[src/design/pbpe_ram.sv]
// Generic single-port RAM with one write or read address per cycle and a
// registered read. Used for every table of the pixel engine. No dependencies.
`default_nettype none

module pbpe_ram #(
  parameter int WIDTH  = 8,
  parameter int DEPTH  = 256,
  parameter int ADDR_W = (DEPTH > 1) ? $clog2(DEPTH) : 1
) (
  input  wire logic              clk,
  input  wire logic              we,
  input  wire logic [ADDR_W-1:0] addr,
  input  wire logic [WIDTH-1:0]  wdata,
  output logic      [WIDTH-1:0]  rdata
);

  logic [WIDTH-1:0] mem_r [DEPTH];
  logic [WIDTH-1:0] rdata_r;

  always_ff @(posedge clk) begin
    if (we) begin
      mem_r[addr] <= wdata;
    end
    rdata_r <= mem_r[addr];
  end

  assign rdata = rdata_r;

endmodule

`default_nettype wire

[config.mk]
export PLATFORM = sky130hd
export DESIGN_NAME = pbpe_ram
export DESIGN_NICKNAME = d
export VERILOG_FILES = /design/src/design/pbpe_ram.sv
export SDC_FILE = /design/constraint.sdc
export NUM_CORES = 2
export LEC_CHECK = 0
export ABC_CLOCK_PERIOD_IN_PS = 3100
export BUFFER_PORTS_ARGS = -buffer_cell sky130_fd_sc_hd__buf_2
export CORE_UTILIZATION = 60
export CTS_CLUSTER_DIAMETER = 100
export CTS_CLUSTER_SIZE = 16
export DETAILED_ROUTE_END_ITERATION = 7
export GPL_ROUTABILITY_DRIVEN = 0
export PLACE_DENSITY = 0.82
export SYNTH_ARGS = -nofsm -noshare
export SYNTH_HDL_FRONTEND = slang
export SYNTH_SLANG_ARGS = --single-unit
[constraint.sdc]
create_clock -name clk -period 3.1 [get_ports clk]
set_clock_uncertainty 0.05 [all_clocks]
set_input_delay 0.155 -clock clk [delete_from_list [all_inputs] [get_ports clk]]
set_output_delay 0.155 -clock clk [all_outputs]
set_load 0.01 [all_outputs]
# --- Word level (Yosys, flattened, before mapping) ---
# Memory sizes are Yosys's and may differ from the RTL's. A register that Yosys moved wholly into a read port is not among the register bits.
# Cells that the tools add are included.
# W data, S select, Z words.
word_totals:
  regBits: 0
  ram_bits: 2048
  inputBits: 18
  out_inout_bits: 8
  elab_cells: 3
  n_memories: 1
mem_list:
  columns: ["name", "depth", "width", "rd", "rd_clocked_by_memory_dff", "wr", "line_no", "text"]
  rows:
  - ["mem_r", 256, 8, 1, 1, 1, "17", "logic [WIDTH-1:0] mem_r [DEPTH];"]
op_classes:
  n_mux: 2
ops:
  columns: ["op", "count"]
  rows:
  - ["$mux W1", 2]

# --- Depth between registers and ports, before layout ---
logic_depth:
  ltp_word: 2
  depth_mapped: 10
  depth_no_buf: 5

# --- Least setup slack after synthesis ---
# OpenSTA, ideal clock, no wires.
synth_timing:
  kind: "input port to flip-flop"
  from: "in addr[1]"
  to: "mem mem_r[111][0] (enable)"
  setup_ns: 0.370
  arrival_ns: 2.004
  required_ns: 2.680
  path_slack_ns: 0.676
  path_stages: 9
  n_path_buf: 5
  cell_sequence: "buf_2 clkbuf_1 clkbuf_1 nand2_1 buf_2 nor2_1 nand2_1 clkbuf_1 nor2_1"
synth_rtl:
  columns: ["item", "line_no", "text"]
  rows:
  - ["from (decl)", "12", "input wire logic [ADDR_W-1:0] addr,"]
  - ["to (decl)", "17", null]
# Straight into the memory's write port.

==> results.md <==
- Max-cap violations: 0
- Worst path slowest cell: o41ai_1
- Reg2Reg Capture Point: rdata[6]$_DFF_P_
- Share of cells above drive strength 1: 0.293
- Sw frac: 0.207
- P_sw: 0.0106 W
- Setup Fix Bufs, Post-CTS: 0
- First-pass GRT wire length: 281000 um
- Hold EP: mem_r[89][0]$_DFFE_PP_
- Avg WL per Cell: 33.9 um
- Met2 Usage GRT: 0.471
- Most Crowded Layer GR: met2
- Routed Antenna Nets: 0
- Power Density: 580 nW/um^2
- Syn Area/Cell: 22.1 um^2
- Largest area contributor in the netlist: edfxtp_1
- Vias/cell: 7.04
- Worst Setup Start Kind: register
- Worst Setup End Kind: register
- Row count: 132
- Gr ovfl total: 0
- Setup CP Type: register to register
- Vias: 40400
- Final core utilization: 0.678
- Initial Util: 0.605
- GR Util met3: 0.0668
- Mapped cell area: 78500 um^2
- Worst EP arrival: 3.67 ns
- Die area: 132000 um^2
- Worst hold stages: 1
- Part of the cycle the worst path needs: 1.00
- Reg2reg setup slack: 0.0008 ns
- CTS tree: yes
- Met1 Track Usage GR: 0.415
- Synth area leaders: edfxtp_1 78%, mux4_2 15%, a22oi_1 2.4%, nor2_1 1.1%, a21oi_1 0.82%
- DRC viols: 0
- Clock power frac: 0.346
- Final hold vios: 0
- DP HPWL: 116000 um
- P&R area growth vs syn: 12.0%
- Initial antenna violation count: 13
- CTS Root Cell: clkbuf_16
- # fillers: 7419
- Register area share after synthesis: 0.786
- Tightest Hold Check Type: input pin to register
- Share of Yosys cell area claimed by the top area cell type: 0.783
- Port bufs: 25
- WL final: 194000 um
- Comb power frac: 0.053
- Worst reg-to-reg path cell count: 5
- Detailed router's first-iteration violation count: 6744
- CTS HTree Levels: 4
- Slew @ Worst Pin: 1.40 ns
- # IOs: 26
- Syn Nets: 3565
- Vias in the first global route: 40700
- Clock Latency Late Sink: 0.79 ns
- Total Nets Final: 3979
- Die H: 364 um
- Max stage delay on crit path: 1.25 ns
- DRT Pass-1 Iters: 6
- P_leak: 27.3 nW
- Worst-path cell chain: mux4_2 > a22oi_1 > a21oi_1 > o41ai_1 > nand4_1
- Worst EP required: 3.67 ns
- RSZ-0062 raised after global routing: no
- Max rail drop VDD: 600 uV
- Syn Inst Count: 3547
- Chip width: 364 um
- Netlist cell types: 22
- Worst hold-check slack: 0.00496 ns
- Tot GR Track Use: 0.300
- CTS sink cnt: 2056
- Rel. slew slack: 0.0558
- Num CTS Buffers: 146
- Final setup violation count: 0
- Flops & latches, synth: 2056
- Worst Path Max Fanout: 1
- YS warnings: 0
- Reg-to-Reg Start: mem_r[42][6]$_DFFE_PP_
- Pin count of the biggest net entering global routing: 122
- Flop pwr share: 0.601
- Longest Clk Path Bufs: 3
- Max Slew Vio Count: 0
- Reg clk slew, reported paths: 0.07 ns
- Tmin final: 3.10 ns
- Core ar.: 130000 um^2
- Cell Int Power: 0.0405 W
- Fmax: 323 MHz
- Hold_sp: wdata[0]
- Outcome: complete, no violations
-- Yosys cell counts, drive strengths merged --
library cell / n
nand2: 28
nor2b: 7
or2: 2
inv: 1
nor3: 30
or3: 1
and2: 3
mux4: 512
dfxtp: 8
buf: 87
o41ai: 32
nand3: 13
nor2: 232
a22oi: 256
nand4: 8
a21oi: 128
edfxtp: 2048
clkbuf: 145
nand2b: 6
-- worst max path at each step --
stage                     slack [ns]                      end              startpoint  depth (start not counted)
after detailed placement       -0.66         rdata[6]$_DFF_P_                 addr[0]                          9
final                         0.0008         rdata[6]$_DFF_P_  mem_r[42][6]$_DFFE_PP_                          5
after CTS                       0.01         rdata[6]$_DFF_P_  mem_r[43][6]$_DFFE_PP_                          5
after floorplan                 0.68  mem_r[111][0]$_DFFE_PP_                 addr[1]                          9
after global routing            0.02         rdata[6]$_DFF_P_  mem_r[42][6]$_DFFE_PP_                          5
after global placement         -0.69         rdata[6]$_DFF_P_                 addr[0]                          9
-- cells in the final DEF (no fill, tap or decap) --
cell type,n
edfxtp_1,2048
or3_1,1
bufinv_16,1
nor2b_4,2
nor2b_1,5
dlygate4sd3_1,5
or2_2,2
dfxtp_1,8
buf_8,2
buf_12,46
nor2_1,231
and2_1,2
clkinv_8,1
and2_4,1
clkbuf_8,8
clkinv_2,1
a22oi_1,256
buf_2,15
inv_1,1
clkbuf_16,152
diode_2,2
clkbuf_1,20
nand2_1,28
nand2b_2,1
nand2b_1,5
o41ai_1,31
buf_4,422
nand3_1,13
nand4_1,8
inv_6,3
nor2_4,1
mux4_2,512
nor3_1,30
a21oi_1,128
o41ai_2,1
-- worst max-delay path: cells and delay by family (launching register included) --
family / cells / cell delay [ns]
AO/OA/AOI/OAI: 3 / 1.82
multiplexers: 1 / 0.48
AND/OR/NAND/NOR: 1 / 0.17
flip-flops: 1 / 0.39
-- metal layers --
| layer | share of wire | vias up |
|---|---|---|
| met5 | 0.00050 | - |
| met4 | 0.043 | 14 |
| met3 | 0.13 | 521 |
| met2 | 0.48 | 3308 |
| met1 | 0.34 | 20800 |
| li1 | - | 15800 |
-- through the flow --
| step | cells | cell area (um^2) | total power, W | TNS (ns) | setup WS, ns |
|---|---|---|---|---|---|
| 2_1_floorplan | 3547 | 78500 | 0.0326 | 0 | 0.676 |
| 3_3_place_gp | 5550 | 83900 | 0.0338 | -2.74 | -0.685 |
| 3_5_place_dp | 5550 | 83900 | 0.0339 | -2.93 | -0.658 |
| 4_1_cts | 5733 | 87900 | 0.0511 | 0 | 0.0139 |
| 5_1_grt | 5733 | 87900 | 0.0521 | 0 | 0.0245 |
| 6_report | 5735 | 87900 | 0.0510 | 0 | 0.000849 |
-- final cells by class --
type	count	area, um^2	area share
tap	1742	2180	0.0248
sequential	2056	61700	0.701
timing repair buffer	498	4350	0.0495
clock inverter	6	77.6	0.000882
clock buffer	172	3880	0.0441
inverter	1	3.75	0.0000427
multi-input combinational	1258	15800	0.179
antenna	2	5.00	0.0000569
-- power groups by stage --
stage          Sequential, W  Combinational [W]  Clock (W)
6_report              0.0307            0.00272     0.0176
5_1_grt               0.0307            0.00281     0.0186
4_1_cts               0.0307            0.00268     0.0177
3_5_place_dp          0.0313            0.00264          0
3_3_place_gp          0.0313            0.00256          0
2_1_floorplan         0.0313            0.00136          0
-- sequential cells by signal, indices dropped and copies added (netlist names) --
register and flops:
rdata 8, mem_r 2048
-- cells by family after synthesis --
group / synth area share
AOI/OAI and AO/OA: 0.0362
buffers and inverters: 0.0140
and+or+nand+nor: 0.0173
muxes: 0.147
DFF: 0.786
-- what timing repair did --
| item | 4_1_cts | 5_1_grt |
|---|---|---|
| hold endpoints to repair | 173 | 0 |
| hold buffers | 5 | 0 |
| setup endpoints to repair | 1 | 0 |
| resized for setup | 1 | 0 |
No activity file was read; power rests on OpenSTA's default activity.
