<file path="src/design/pbpe_pkg.sv">
// Package for the palette blit pixel engine: commands, register indexes,
// table sizes and the structs passed between the top level and the sequencer.
// Depends on nothing.
`default_nettype none

package pbpe_pkg;

  localparam int BLEND_ROWS   = 256;
  localparam int FADE_MAX     = 63;

  localparam int PIX_W        = 8;
  localparam int CMD_W        = 2;
  localparam int IDX_W        = 16;
  localparam int FADE_COUNT_W = 6;
  localparam int CFG_IDX_W    = 8;
  localparam int CFG_DATA_W   = 8;

  localparam int TBL_DEPTH    = 256;
  localparam int TBL_AW       = 8;
  localparam int BLEND_DEPTH  = BLEND_ROWS * TBL_DEPTH;
  localparam int BLEND_AW     = (BLEND_DEPTH > 1) ? $clog2(BLEND_DEPTH) : 1;
  localparam int FADE_CW      = $clog2(FADE_MAX + 1);

  localparam logic [PIX_W-1:0] OPAQUE_CLASS = 8'hFF;

  typedef enum logic [CMD_W-1:0] {
    CMD_PIXEL = 2'd0,
    CMD_CLASS = 2'd1,
    CMD_FADE  = 2'd2,
    CMD_BLEND = 2'd3
  } cmd_t;

  localparam logic [CFG_IDX_W-1:0] REG_TRANSPARENT = 8'd0;
  localparam logic [CFG_IDX_W-1:0] REG_GHOST       = 8'd1;
  localparam logic [CFG_IDX_W-1:0] REG_FADE        = 8'd2;
  localparam logic [CFG_IDX_W-1:0] REG_FADE_COUNT  = 8'd3;

  typedef struct packed {
    logic                    transparent_enable;
    logic                    ghost_enable;
    logic                    fade_enable;
    logic [FADE_COUNT_W-1:0] fade_count;
  } cfg_t;

  typedef struct packed {
    logic                class_we;
    logic [TBL_AW-1:0]   class_addr;
    logic                fade_we;
    logic [TBL_AW-1:0]   fade_addr;
    logic                blend_we;
    logic [BLEND_AW-1:0] blend_addr;
    logic [PIX_W-1:0]    wdata;
  } mem_req_t;

endpackage

`default_nettype wire

</file>
<file path="src/design/pbpe_ctrl.sv">
// Sequencer of the pixel engine: decodes a request, drives the table RAM
// ports and iterates the fade lookup one pass per cycle.
// Depends on pbpe_pkg.
`default_nettype none

module pbpe_ctrl
  import pbpe_pkg::*;
(
  input  wire logic                clk,
  input  wire logic                rst_n,
  input  wire logic                start,
  output logic                     busy,
  input  wire logic [CMD_W-1:0]    in_command,
  input  wire logic [PIX_W-1:0]    in_src_pixel,
  input  wire logic [PIX_W-1:0]    in_dst_pixel,
  input  wire logic [IDX_W-1:0]    in_table_index,
  input  wire logic [PIX_W-1:0]    in_table_value,
  input  wire cfg_t                cfg,
  output mem_req_t                 mem_req,
  input  wire logic [PIX_W-1:0]    class_rdata,
  input  wire logic [PIX_W-1:0]    fade_rdata,
  input  wire logic [PIX_W-1:0]    blend_rdata,
  output logic                     out_valid,
  output logic                     out_write_enable,
  output logic [PIX_W-1:0]         out_pixel
);

  typedef enum logic [5:0] {
    ST_IDLE       = 6'b000001,
    ST_DECODE     = 6'b000010,
    ST_CLASS      = 6'b000100,
    ST_BLEND      = 6'b001000,
    ST_FADE_ISSUE = 6'b010000,
    ST_FADE_RUN   = 6'b100000
  } state_t;

  state_t              state_r, state_nxt;
  logic [CMD_W-1:0]    cmd_r;
  logic [PIX_W-1:0]    src_r;
  logic [PIX_W-1:0]    dst_r;
  logic [IDX_W-1:0]    idx_r;
  logic [PIX_W-1:0]    val_r;
  logic [PIX_W-1:0]    pix_r, pix_nxt;
  logic [FADE_CW-1:0]  cnt_r, cnt_nxt;
  logic                valid_r, valid_nxt;
  logic                we_r, we_nxt;
  logic [PIX_W-1:0]    opix_r, opix_nxt;
  logic [FADE_CW-1:0]  fade_n;
  logic                fade_go;
  logic                accept;

  assign busy   = (state_r != ST_IDLE);
  assign accept = start && !busy;

  assign fade_n  = ({2'b00, cfg.fade_count} > (FADE_COUNT_W + 2)'(FADE_MAX)) ?
                   FADE_CW'(FADE_MAX) : FADE_CW'(cfg.fade_count);
  assign fade_go = cfg.fade_enable && (fade_n != '0);

  always_comb begin
    state_nxt = state_r;
    pix_nxt   = pix_r;
    cnt_nxt   = cnt_r;
    valid_nxt = 1'b0;
    we_nxt    = we_r;
    opix_nxt  = opix_r;
    mem_req   = '0;
    mem_req.wdata      = val_r;
    mem_req.class_addr = idx_r[TBL_AW-1:0];
    mem_req.fade_addr  = idx_r[TBL_AW-1:0];
    mem_req.blend_addr = idx_r[BLEND_AW-1:0];
    case (state_r)
      ST_IDLE: begin
        if (start) begin
          state_nxt = ST_DECODE;
        end
      end
      ST_DECODE: begin
        cnt_nxt = fade_n;
        case (cmd_t'(cmd_r))
          CMD_CLASS: begin
            mem_req.class_we = (idx_r < IDX_W'(TBL_DEPTH));
            state_nxt = ST_IDLE;
            valid_nxt = 1'b1;
            we_nxt    = 1'b0;
            opix_nxt  = '0;
          end
          CMD_FADE: begin
            mem_req.fade_we = (idx_r < IDX_W'(TBL_DEPTH));
            state_nxt = ST_IDLE;
            valid_nxt = 1'b1;
            we_nxt    = 1'b0;
            opix_nxt  = '0;
          end
          CMD_BLEND: begin
            mem_req.blend_we = ({1'b0, idx_r} < (IDX_W + 1)'(BLEND_DEPTH));
            state_nxt = ST_IDLE;
            valid_nxt = 1'b1;
            we_nxt    = 1'b0;
            opix_nxt  = '0;
          end
          default: begin
            if (cfg.transparent_enable && (src_r == '0)) begin
              state_nxt = ST_IDLE;
              valid_nxt = 1'b1;
              we_nxt    = 1'b0;
              opix_nxt  = dst_r;
            end else if (cfg.ghost_enable) begin
              mem_req.class_addr = src_r;
              state_nxt = ST_CLASS;
            end else if (fade_go) begin
              pix_nxt   = src_r;
              state_nxt = ST_FADE_ISSUE;
            end else begin
              state_nxt = ST_IDLE;
              valid_nxt = 1'b1;
              we_nxt    = 1'b1;
              opix_nxt  = src_r;
            end
          end
        endcase
      end
      ST_CLASS: begin
        if ((class_rdata != OPAQUE_CLASS) &&
            ({1'b0, class_rdata} < (PIX_W + 1)'(BLEND_ROWS))) begin
          mem_req.blend_addr = BLEND_AW'({class_rdata, dst_r});
          state_nxt = ST_BLEND;
        end else begin
          pix_nxt = (class_rdata == OPAQUE_CLASS) ? src_r : '0;
          if (fade_go) begin
            state_nxt = ST_FADE_ISSUE;
          end else begin
            state_nxt = ST_IDLE;
            valid_nxt = 1'b1;
            we_nxt    = 1'b1;
            opix_nxt  = pix_nxt;
          end
        end
      end
      ST_BLEND: begin
        pix_nxt = blend_rdata;
        if (fade_go) begin
          state_nxt = ST_FADE_ISSUE;
        end else begin
          state_nxt = ST_IDLE;
          valid_nxt = 1'b1;
          we_nxt    = 1'b1;
          opix_nxt  = blend_rdata;
        end
      end
      ST_FADE_ISSUE: begin
        mem_req.fade_addr = pix_r;
        cnt_nxt   = cnt_r - 1'b1;
        state_nxt = ST_FADE_RUN;
      end
      ST_FADE_RUN: begin
        if (cnt_r == '0) begin
          state_nxt = ST_IDLE;
          valid_nxt = 1'b1;
          we_nxt    = 1'b1;
          opix_nxt  = fade_rdata;
        end else begin
          mem_req.fade_addr = fade_rdata;
          cnt_nxt = cnt_r - 1'b1;
        end
      end
      default: begin
        state_nxt = ST_IDLE;
      end
    endcase
  end

  always_ff @(posedge clk) begin
    if (!rst_n) begin
      state_r <= ST_IDLE;
      valid_r <= 1'b0;
    end else begin
      state_r <= state_nxt;
      valid_r <= valid_nxt;
    end
  end

  always_ff @(posedge clk) begin
    if (accept) begin
      cmd_r <= in_command;
      src_r <= in_src_pixel;
      dst_r <= in_dst_pixel;
      idx_r <= in_table_index;
      val_r <= in_table_value;
    end
    pix_r  <= pix_nxt;
    cnt_r  <= cnt_nxt;
    we_r   <= we_nxt;
    opix_r <= opix_nxt;
  end

  assign out_valid        = valid_r;
  assign out_write_enable = we_r;
  assign out_pixel        = opix_r;

  a_accept_decodes : assert property (@(posedge clk) disable iff (!rst_n)
    accept |=> (state_r == ST_DECODE))
    else $error("accepted request did not enter decode");

  a_result_follows_work : assert property (@(posedge clk) disable iff (!rst_n)
    valid_r |-> $past(state_r != ST_IDLE))
    else $error("result strobe without a request in progress");

  a_single_strobe : assert property (@(posedge clk) disable iff (!rst_n)
    valid_r |=> !valid_r)
    else $error("result strobe lasted more than one cycle");

  a_fade_count_bound : assert property (@(posedge clk) disable iff (!rst_n)
    (state_r == ST_FADE_RUN) |-> (cnt_r < FADE_CW'(FADE_MAX)))
    else $error("fade pass counter out of range");

endmodule

`default_nettype wire

</file>
<file path="config.mk">
export PLATFORM = sky130hd
export DESIGN_NAME = pbpe_ctrl
export DESIGN_NICKNAME = d
export VERILOG_FILES = /design/src/design/pbpe_pkg.sv /design/src/design/pbpe_ctrl.sv
export SDC_FILE = /design/constraint.sdc
export NUM_CORES = 1
export LEC_CHECK = 0
export ABC_AREA = 1
export BUFFER_PORTS_ARGS = -buffer_cell sky130_fd_sc_hd__buf_2
export CORE_ASPECT_RATIO = 0.5
export CORE_UTILIZATION = 40
export CTS_BUF_LIST = sky130_fd_sc_hd__clkbuf_4
export CTS_CLUSTER_DIAMETER = 30
export DETAILED_ROUTE_END_ITERATION = 12
export HOLD_SLACK_MARGIN = 0.03
export MAX_ROUTING_LAYER = met4
export PLACE_DENSITY = 0.66
export SYNTH_ARGS = -nofsm -noshare
export SYNTH_HDL_FRONTEND = slang
export SYNTH_SLANG_ARGS = --single-unit
</file>
<file path="constraint.sdc">
create_clock -name clk -period 4.2 [get_ports clk]
set_input_delay 0.42 -clock clk [delete_from_list [all_inputs] [get_ports clk]]
set_output_delay 0.42 -clock clk [all_outputs]
set_load 0.03 [all_outputs]
</file>
# == After elaboration in Yosys (flattened, before gate mapping) ==
# Index checks and enable logic that the tools add are counted.
# op_classes
reduce_logical,16
n_addsub,1
mux,52
n_eq_ne,24
magnitude_cmp,1
# op_table
operator,count
$mux 8,18
$pmux 6 s6,1
$mux 16,2
$pmux 8 s4,1
$mux 5,5
$pmux 8 s3,1
$ne 2x2->1 const B,10
$mux 6,3
$pmux 6 s3,1
$lt 16x9->1 const B,1
$mux 1,16
$pmux 8 s2,1
$mux 10,1
$eq 8x8->1 const B,1
$logic_not 8->1,1
$ne 4x4->1 const B,2
$ne 8x8->1 const B,1
$pmux 1 s4,2
$reduce_and 7->1,1
$eq 6x1->1 const B,1
$eq 6x2->1 const B,1
$eq 6x3->1 const B,1
$eq 6x4->1 const B,1
$eq 6x5->1 const B,1
15 further kinds,20
# totals
output_inout_bits,54
register_bits,72
word_cells,105

# == Logic depth before layout (Yosys ltp) ==
# Gate-level depths: netlist of the first run.
# logic_depth
ltp_word,7
mapped_depth,9
mapped_depth_nobuf,9

# == Worst setup path after synthesis of the first run ==
# No wires, ideal clock.
# synth_timing
kind,reg2reg
from,reg state_r[3]
to,reg cmd_r[0] (enable)
arrival_ns,2.771
t_required_ns,3.759
slack_ns,0.987
setup_ns,0.441
path_stages_with_launch,4
path_cell_list,dfxtp_1 nor2_2 nand3_1 nor2_1
# synth_via
elab_chain_cells,3
# synth_rtl
item,line,text
start: declaration,pbpe_ctrl.sv:37,"state_t state_r, state_nxt;"
start signal: assignment,pbpe_ctrl.sv:177,state_r <= state_nxt;
$ne 6x1->1,pbpe_ctrl.sv:52,assign busy = (state_r != ST_IDLE);
via busy,pbpe_ctrl.sv:12,"output logic busy,"
$logic_not 1->1,pbpe_ctrl.sv:53,assign accept = start && !busy;
$logic_and 1x1->1,pbpe_ctrl.sv:53,
via accept,pbpe_ctrl.sv:50,logic accept;
end signal: assignment,pbpe_ctrl.sv:184,cmd_r <= in_command;
end: declaration,pbpe_ctrl.sv:38,logic [CMD_W-1:0] cmd_r;
# The timed path passes the listed nets, and every way through them passes these cells.
# A chain may end at the register's enable or synchronous reset.

==> results by group, run 1 <==
CTS
  – CTS tree: done
  – CTS Buf Count: 9
  – # resized after CTS: 0
  – Clk slew on worst S/H paths: 0.13 ns
  – CTS root buffer: clkbuf_4
  – Cts-stage hold buffer count: 0
  – Clock sinks: 72
  – # Post-CTS Setup Buffers: 0
  – Htree depth: 3
  – Worst skew pair latency: 0.44 ns
  – CTS Buffer Depth: 2

Placement
  – Port bufs: approximately 130
  – Dpl cell area: 4380 sq um
  – GP Congestion: ~0.9
  – Post-DP HPWL: 7.04 mm
  – Setup slack at placement: 1.94 ns

Floorplanning
  – Die area: approximately 9400 sq um
  – Row cnt: 24
  – Die X: between 100 and 150 um
  – Die height: ~69 um
  – Core ar.: 8740 sq um
  – Initial Utilization: roughly 41%
  – I/O pins: about 130

Routing
  – DR WL/cell: 14.6 um
  – DRT iter0 DRCs: roughly 150
  – # DRC: 0
  – Routed metal-1 wirelength: 4.54 mm
  – Met3 WL: ~570 um
  – Wirelength, routed: between 8 and 9 mm
  – Drt pass-1 iters: 5
  – Wire length on met2: around 3.8 mm
  – DR vias: slightly below 3000
  – Top layer in use: met4
  – Vias/cell: between 4 and 5
  – Post-route ant nets: 0

Critical path
  – Critical path fanouts, max: 10
  – Critical path origin: cnt_r[0]
  – Crit Path Class: reg -> out
  – CP required: around 3.8 ns
  – Critical path startpoint category: register
  – RR Startpoint: state_r[3]
  – CP arrival: 2.17 ns
  – Setup crit end kind: output pin

Synthesis
  – Register area share after synthesis: 57.9%
  – Synth async-reset ratio: 0%
  – Most common cell in the synthesized netlist: nand2_1
  – Post-synth EDFFs: 65
  – Syn avg cell area: ~10 sq um
  – Post-synth top area share: ~54%
  – Distinct cells, synth: 37
  – Synthesized instance count: between 300 and 400
  – Yosys top cell by area: edfxtp_1
  – Post-synth top cells: nand2_1 (68), edfxtp_1 (65), inv_1 (46)
  – Number of synthesized register bits: 72
  – Synth Net Count: 438
  – Main synth FF type: edfxtp_1
  – Warnings, synthesis: 0
  – Area contributors post-synth: edfxtp_1 (54%), nand2_1 (7.1%), inv_1 (4.8%)
  – Mapped Area: around 3600 sq um

Flow run
  – Max Cap Viol: 0

Worst hold path
  – Min-delay src: in_src_pixel[1]
  – Worst min path class: in -> reg

STA
  – Fin crit share: around three fifths
  – Final setup fails: 0
  – Worst-Margin Slew: about 1.1 ns
  – Endpoints failing hold: 0
  – Slew HR: around a quarter
  – Pins Over Slew Limit: 0
  – Final WS setup: approximately 1.6 ns
  – Crit path time final: between 2 and 3 ns
  – Unrepaired setup endpoints after global routing: no
  – Max Fclk: just under 400 MHz
  – Setup Skew: approximately 0.016 ns
  – Setup TNS: 0 ns

Pwr
  – Power per Cell Area: between 300 and 400 nW/um^2
  – Peak supply drop: 0.187 mV
  – Static Leak: a little over 2 nW
  – Tot Pwr: 1.48 mW

Global route
  – Final global-route overflow total: 0
  – Vias in the first global route: roughly 2800
  – Initial antenna violation count: 0
  – GRT Util Overall: approximately a fifth
  – Pin count of the biggest net entering global routing: 43
  – Global-route wire length before repair: between 10 and 15 mm

Final layout
  – Ant. Diodes: 0
  – Final instance area: 4490 sq um
  – Post-layout util: approximately half
  – Synthesis-to-layout area growth: 24.4%
  – Fillers: approximately 830
  – Final net count: 575
  – Proportion of layout cells with a drive suffix above 1: between 30% and 40%

Outcome
  – Status: finished clean
[path summary, 6_finish.rpt]
check                     end  slack (ns)  cells after the start
setup / recovery  mem_req[27]        1.61                      9
hold / removal       src_r[1]        0.15                      1
setup reg to reg     dst_r[3]        2.03                      3
hold reg to reg      cnt_r[0]        0.59                      1
[area by class of cell]
type | instances | area [sq um] | area share [%]
well taps | 117 | 146 | 3.26
repair buffers | 131 | 656 | 14.6
multi-input cells | 233 | 1310 | 29.0
clock buffers | 10 | 75.1 | 1.67
flip-flops and latches | 72 | 2090 | 46.6
clock inverters | 6 | 36.3 | 0.808
inverters | 48 | 183 | 4.07
[registers in the layout, indices dropped and copies added (netlist names)]
register	count
cnt_r	6
cmd_r	2
dst_r	8
pix_r	8
out_valid	1
out_pixel	8
out_write_enable	1
val_r	8
state_r	6
idx_r	16
src_r	8
[per-stage QoR]
step | hold WS, ns | cells
2_1_floorplan | 0.519 | 358
3_3_place_gp | 0.573 | 601
3_5_place_dp | 0.577 | 601
4_1_cts | 0.123 | 617
5_1_grt | 0.117 | 617
6_report | 0.147 | 617
[power by group]
group | internal (mW) | switching [mW]
sequential | 0.832 | 0.0237
clock | 0.124 | 0.248
combinational | 0.0828 | 0.173
[cell families (layout without fill, tap and decap cells)]
kind of cell | Yosys count | after routing | share of synthesized area (%)
AND/OR/NAND/NOR | 156 | 156 | 20.9
flip-flops | 72 | 72 | 57.9
AO/OA/AOI/OAI | 65 | 65 | 11.3
buffers and inverters | 53 | 195 | 6.13
multiplexers | 8 | 8 | 2.60
adder cells (fa/ha/maj) | 2 | 2 | 0.693
XOR/XNOR | 2 | 2 | 0.485
[cell usage in the layout, fill, tap and decap left out, types with 5 or more instances in the layout]
master      n
a21oi_1    11
buf_2     131
clkbuf_4   10
dfxtp_1     7
edfxtp_1   65
inv_1      46
mux2_2      7
nand2_1    68
nand3_1    17
nor2_1     40
nor3_1      5
o211ai_1   13
o21ai_0    25
o21ai_2     8
[critical path, stage by stage, from the launching register on]
cell,delay (ns)
edfxtp_1,0.42
inv_1,0.14
ha_1,0.16
nand3_1,0.16
nand2_4,0.18
nand2_1,0.08
inv_2,0.18
nand2_1,0.08
o211ai_1,0.11
buf_2,0.24
[routing by layer]
| metal | global-route usage (%) | vias to the layer above |
|---|---|---|
| li1 | - | 1508 |
| met1 | 30.0 | 1340 |
| met2 | 27.8 | 104 |
| met3 | 5.92 | 10 |
| met4 | 5.93 | 0 |
| met5 | - | - |
(Power assumes the default switching activity.)
==> inputs of run 2 (changes only) <==
--- a/config.mk
+++ b/config.mk
@@ -14,7 +14,7 @@
 export DETAILED_ROUTE_END_ITERATION = 12
 export HOLD_SLACK_MARGIN = 0.03
 export MAX_ROUTING_LAYER = met4
-export PLACE_DENSITY = 0.66
+export PLACE_DENSITY = 0.68
 export SYNTH_ARGS = -nofsm -noshare
 export SYNTH_HDL_FRONTEND = slang
 export SYNTH_SLANG_ARGS = --single-unit
==> constraint.sdc (replaced) <==
create_clock -name clk -period 2.1 [get_ports clk]
set_input_delay 0.21 -clock clk [delete_from_list [all_inputs] [get_ports clk]]
set_output_delay 0.21 -clock clk [all_outputs]
set_load 0.03 [all_outputs]
==> results by group, run 2 (synthesized netlist as in run 1, its figures left out) <==
CTS
  – CTS root buffer: clkbuf_4
  – Clock sinks: 72 (unchanged)
  – Htree depth: 3 (unchanged)
  – CTS Buffer Depth: 2 (unchanged)
  – Worst skew pair latency: 0.43 ns (about the same)
  – Clk slew on worst S/H paths: 0.12 ns (about the same)
  – CTS Buf Count: 9 (unchanged)
  – CTS tree: done

Worst hold path
  – Worst min path class: in -> reg

Pwr
  – Static Leak: 2.46 nW (+23%)
  – Int Pwr: 2.45 mW (+140%)
  – Fraction of power consumed by sequential logic: 50.5% (-7.2 points)
  – Power per Cell Area: 603 nW/um^2 (+83%)
  – Clk network pwr share: 29.1% (+4.0 points)
  – Sw frac: 27.9% (-2.0 points)
  – Combinational power share: 20.4% (+3.2 points)
  – P_sw: 0.949 mW (+110%)
  – Peak supply drop: 0.357 mV (+91%)
  – Tot Pwr: 3.40 mW (+130%)

Floorplanning
  – Core ar.: 8740 sq um (unchanged)
  – I/O pins: 132 (unchanged)
  – Die area: 9430 sq um (unchanged)
  – Die height: 69.2 um (unchanged)
  – Row cnt: 24 (unchanged)
  – Initial Utilization: 41.3% (unchanged)
  – Die X: 136 um (unchanged)

Routing
  – DRT iter0 DRCs: 283 (+93%)
  – DR WL/cell: 15.8 um (+8.6%)
  – Vias/cell: 5.02 (+4.6%)
  – # DRC: 0 (unchanged)
  – Drt pass-1 iters: 5 (unchanged)
  – Post-route ant nets: 0 (unchanged)
  – DR vias: 3499 (+18%)
  – Wirelength, routed: 11.0 mm (+23%)

Placement
  – Placed Cells: 605 (+0.67%)
  – Post-DP HPWL: 7.09 mm (+0.76%)
  – Port bufs: 131 (unchanged)
  – GP Congestion: 0.915 (+2.4%)

STA
  – Setup Skew: 0.0114 ns (-0.00420 ns)
  – Pins Over Slew Limit: 0 (unchanged)
  – Unrepaired setup endpoints after global routing: yes
  – Max Fclk: ~480 MHz
  – Worst-Margin Slew: 0.486 ns (-0.659 ns)
  – Final WS setup: -0.00336 ns (-1.61 ns)
  – Fin Hold WS: 0.0630 ns (-0.0844 ns)
  – Crit path time final: 2.10 ns
  – Fin crit share: 100%
  – Final setup fails: 1 (+1)
  – Endpoints failing hold: 0 (unchanged)
  – Slew HR: 67.4% (+44 points)

Final layout
  – Max reg flops: 16 (unchanged)
  – Largest register by flop count: idx_r
  – Post-layout util: 64.5% (+13 points)
  – Final net count: 655 (+14%)
  – Synthesis-to-layout area growth: 56.1%
  – Commonest non-fill, non-tap cell in the layout: buf_2
  – Proportion of layout cells with a drive suffix above 1: 44.2% (+6.6 points)
  – Most frequent cells in the layout: buf_2 (100), edfxtp_1 (65), nand2_1 (59), buf_4 (43)
  – Post-route insts no fill: 697 (+13%)

Critical path
  – Crit Path Class: reg -> out
  – CP arrival: 1.89 ns (-0.28 ns)
  – Critical path fanouts, max: 7 (-3)
  – Setup crit end kind: output pin
  – Critical path startpoint category: register
  – CP required: 1.89 ns (-1.89 ns)

Global route
  – Initial antenna violation count: 1 (+1)
  – GRT Util Overall: 24.0% (+3.4 points)
  – Vias in the first global route: 3292 (+19%)
  – Final global-route overflow total: 0 (unchanged)
  – Global-route wire length before repair: 16.4 mm (+18%)
  – Pin count of the biggest net entering global routing: 43 (unchanged)

Outcome
  – Failing checks: setup timing
  – Status: finished, violations left

Flow run
  – Max Cap Viol: 0 (unchanged)
-- run 2: path summary, 6_finish.rpt --
path                                       start                to  slack, ns  depth (start not counted)
worst min register to register  out_write_enable  out_write_enable       0.67                          2
worst max register to register          cmd_r[0]          pix_r[1]       0.09                          6
worst min-delay path                      cfg[6]        state_r[4]       0.06                          3
worst max-delay path                  state_r[2]       mem_req[18]     -0.003                          6
-- run 2: critical path: stages, from the launching register on --
cell	delay (ns)
dfxtp_2	0.38
inv_1	0.08
nor2_4	0.17
nand4_4	0.17
clkbuf_16	0.21
mux2_2	0.28
buf_4	0.17
-- run 2: per-stage QoR --
step	instance area [sq um]	worst slack [ns]	TNS, ns
after floorplan	3620	0.0145	0
after global placement	4420	0.179	0
after detailed placement	4420	0.162	0
after CTS	5260	-0.0177	-0.0212
final	5640	-0.00336	-0.00336
after global routing	5640	-0.104	-1.09
-- run 2: power by group through the flow --
stage               clock network [mW]  registers (mW)  logic [mW]
finish                           0.990            1.72       0.693
global route                      1.08            1.72       0.741
CTS                               1.00            1.71       0.620
detailed placement                   0            1.74       0.523
global placement                     0            1.74       0.519
floorplan                            0            1.76       0.295
-- run 2: cell type report --
cell class                      instances  area, sq um
Antenna cell                            1         2.50
Tap cell                              117          146
Inverter                               48          185
Fill cell                             707         3100
Timing Repair Buffer                  206         1530
Multi-Input combinational cell        237         1510
Clock buffer                           10         75.1
Timing Repair inverter                  1         7.51
Clock inverter                          5         82.6
Sequential cell                        72         2100
-- run 2: routing by layer --
metal | GRT usage [%] | routed length, um | part of all wire (%) | up-vias
li1 | - | - | - | 1680
met1 | 31.1 | 4740 | 43 | 1604
met2 | 35.8 | 5130 | 46 | 184
met3 | 6.14 | 864 | 7.8 | 31
met4 | 10.4 | 299 | 2.7 | 0
met5 | - | 0 | 0 | -
-- run 2: what timing repair did --
action / 4_1_cts / 5_1_grt
hold buffers: 42 / 0
hold endpoints to repair: 42 / 0
gates cloned: 3 / 3
resized for setup: 21 / 95
pin swaps: 7 / 15
setup endpoints to repair: 34 / 41
setup buffers: 13 / 16
==> inputs of run 3 (changes only) <==
--- a/config.mk
+++ b/config.mk
@@ -9,9 +9,9 @@
 export BUFFER_PORTS_ARGS = -buffer_cell sky130_fd_sc_hd__buf_2
 export CORE_ASPECT_RATIO = 0.5
 export CORE_UTILIZATION = 40
-export CTS_BUF_LIST = sky130_fd_sc_hd__clkbuf_4
 export CTS_CLUSTER_DIAMETER = 30
 export DETAILED_ROUTE_END_ITERATION = 12
+export GPL_ROUTABILITY_DRIVEN = 0
 export HOLD_SLACK_MARGIN = 0.03
 export MAX_ROUTING_LAYER = met4
 export PLACE_DENSITY = 0.68
==> results by group, run 3 (synthesized netlist as in run 1, its figures left out) <==
Outcome
  – Status: finished clean

Routing
  – Drt pass-1 iters: 5 (unchanged)
  – Wirelength, routed: 10.1 mm (-8.3%)
  – Post-route ant nets: 0 (unchanged)
  – # DRC: 0 (unchanged)
  – Vias/cell: 5.07 (+0.95%)
  – DRT iter0 DRCs: 286 (+1.1%)
  – DR WL/cell: 15.6 um (-1.2%)
  – DR vias: 3279 (-6.3%)

Worst hold path
  – Min-delay src: in_table_index[9]
  – Worst hold stages: 1 (-2)
  – Min-Delay Endpoint: idx_r[9]
  – Worst min path class: in -> reg

STA
  – Final setup fails: 0 (-1)
  – Worst-Margin Slew: 0.482 ns (-0.00387 ns)
  – Crit path time final: 2.08 ns (-0.0226 ns)
  – Setup Skew: 0.00798 ns (-0.00342 ns)
  – Endpoints failing hold: 0 (unchanged)
  – Pins Over Slew Limit: 0 (unchanged)
  – Unrepaired setup endpoints after global routing: yes
  – Slew HR: 67.7% (+0.26 points)
  – Final WS setup: 0.0193 ns (+0.0226 ns)
  – Fin crit share: 99.1% (-1.1 points)
  – Max Fclk: 481 MHz (+1.1%)

Critical path
  – Crit Path Class: reg -> out
  – Setup crit end kind: output pin
  – Critical path origin: state_r[5]
  – RR Startpoint: state_r[2]
  – CP most frequent cell: nand2_4
  – CP arrival: 1.87 ns (-0.02 ns)
  – FF-to-FF path depth: 7 (+1)
  – Slowest cell on crit path: dfxtp_2
  – Worst R2R Setup Slack: 0.18 ns (+0.09 ns)
  – Critical path startpoint category: register
  – Reg2reg end: pix_r[5]
  – Critical path fanouts, max: 5 (-2)
  – Delay-heaviest family, CP: simple AND/OR/NAND/NOR gates
  – Delay of the slowest cell on the worst path: 0.37 ns (about the same)
  – CP Buf/Inv Count: 3 (unchanged)
  – CP required: 1.89 ns (about the same)
  – CP Cell Sequence: inv_1 > or2_4 > nor2_8 > nand2_4 > nand2_4 > clkinvlp_4 > nand2_1 > o211ai_1 > buf_4

Floorplanning
  – Initial Utilization: 41.3% (unchanged)
  – Row cnt: 24 (unchanged)
  – Die height: 69.2 um (unchanged)
  – Core ar.: 8740 sq um (unchanged)
  – I/O pins: 132 (unchanged)
  – Die area: 9430 sq um (unchanged)
  – Die X: 136 um (unchanged)

Pwr
  – Fraction of power consumed by sequential logic: 45.0% (-5.5 points)
  – P_sw: 1.02 mW (+7.2%)
  – Power per Cell Area: 750 nW/um^2 (+24%)
  – Static Leak: 2.26 nW (-8.4%)
  – Peak supply drop: 0.506 mV (+42%)
  – Tot Pwr: 3.82 mW (+12%)
  – Combinational power share: 15.2% (-5.2 points)
  – Sw frac: 26.7% (-1.3 points)
  – Clk network pwr share: 39.8% (+11 points)
  – Int Pwr: 2.80 mW (+14%)

CTS
  – CTS Buf Count: 9 (unchanged)
  – CTS tree: done
  – Clk slew on worst S/H paths: 0.06 ns (-0.06 ns)
  – Worst skew pair latency: 0.33 ns (-0.10 ns)
  – CTS Buffer Depth: 2 (unchanged)
  – CTS root buffer: clkbuf_16
  – Clock sinks: 72 (unchanged)
  – Htree depth: 3 (unchanged)

Global route
  – Global-route wire length before repair: 14.8 mm (-9.5%)
  – Pin count of the biggest net entering global routing: 43 (unchanged)
  – Vias in the first global route: 2964 (-10%)
  – Final global-route overflow total: 0 (unchanged)
  – Initial antenna violation count: 0 (-1)
  – GRT Util Overall: 22.0% (-2.1 points)

Flow run
  – Max Cap Viol: 0 (unchanged)

Final layout
  – Most frequent cells in the layout: buf_2 (123), nand2_1 (65), edfxtp_1 (65), inv_1 (44), nor2_1 (35)
  – Final net count: 605 (-7.6%)
  – Post-route insts no fill: 647 (-7.2%)
  – Synthesis-to-layout area growth: 41.0%
  – Largest register by flop count: idx_r
  – Post-layout util: 58.3% (-6.2 points)
  – Max reg flops: 16 (unchanged)
  – Commonest non-fill, non-tap cell in the layout: buf_2
  – Fillers: 745 (+5.4%)
  – Ant. Diodes: 0 (-1)
  – Proportion of layout cells with a drive suffix above 1: 44.0% (-0.25 points)

Placement
  – Port bufs: 131 (unchanged)
  – Setup slack at placement: 0.182 ns (+0.0196 ns)
  – Post-DP HPWL: 7.07 mm (-0.26%)
  – Placed Cells: 605 (unchanged)
run 3: how the worst max path moves through the flow:
stage,endpoint,slack (ns),depth (start not counted)
after global placement,pix_r[1],0.19,6
after detailed placement,pix_r[1],0.18,6
final,mem_req[30],0.02,9
after floorplan,cmd_r[0],0.01,3
after CTS,mem_req[22],-0.006,4
after global routing,mem_req[27],-0.03,8
run 3: layout make-up:
cell class | count | area [sq um] | share of cell area [%]
Multi-Input combinational cell | 237 | 1450 | 28.4
Clock buffer | 10 | 229 | 4.50
Timing Repair Buffer | 156 | 916 | 18.0
Clock inverter | 6 | 67.6 | 1.33
Sequential cell | 72 | 2090 | 41.1
Timing Repair inverter | 1 | 7.51 | 0.147
Inverter | 48 | 185 | 3.64
Tap cell | 117 | 146 | 2.87
run 3: layer usage:
layer / routed length (um) / GRT usage (%) / up-vias
li1: - / - / 1580
met1: 4400 / 29.3 / 1504
met2: 4700 / 32.5 / 168
met3: 824 / 6.43 / 27
met4: 199 / 6.17 / 0
met5: 0 / - / -
run 3: power by group through the flow:
stage	Combinational, mW	Sequential (mW)	Clock, mW
floorplan	0.295	1.76	0
global placement	0.519	1.74	0
detailed placement	0.523	1.74	0
CTS	0.539	1.72	1.55
global route	0.622	1.73	1.62
finish	0.579	1.72	1.52
run 3: through the flow:
stage          setup TNS, ns  hold slack (ns)  cell area, sq um
6_report                   0           0.0480              5090
3_5_place_dp               0            0.388              4420
5_1_grt               -0.173           0.0315              5090
4_1_cts             -0.00661           0.0369              4820
3_3_place_gp               0            0.386              4420
2_1_floorplan              0            0.309              3620
run 3: repair_timing:
item,CTS,global route
setup endpoints to repair,27,42
pin swaps,3,10
hold endpoints to repair,0,1
resized for setup,8,26
hold buffers,0,1
cloned,2,3
buffers inserted,6,14
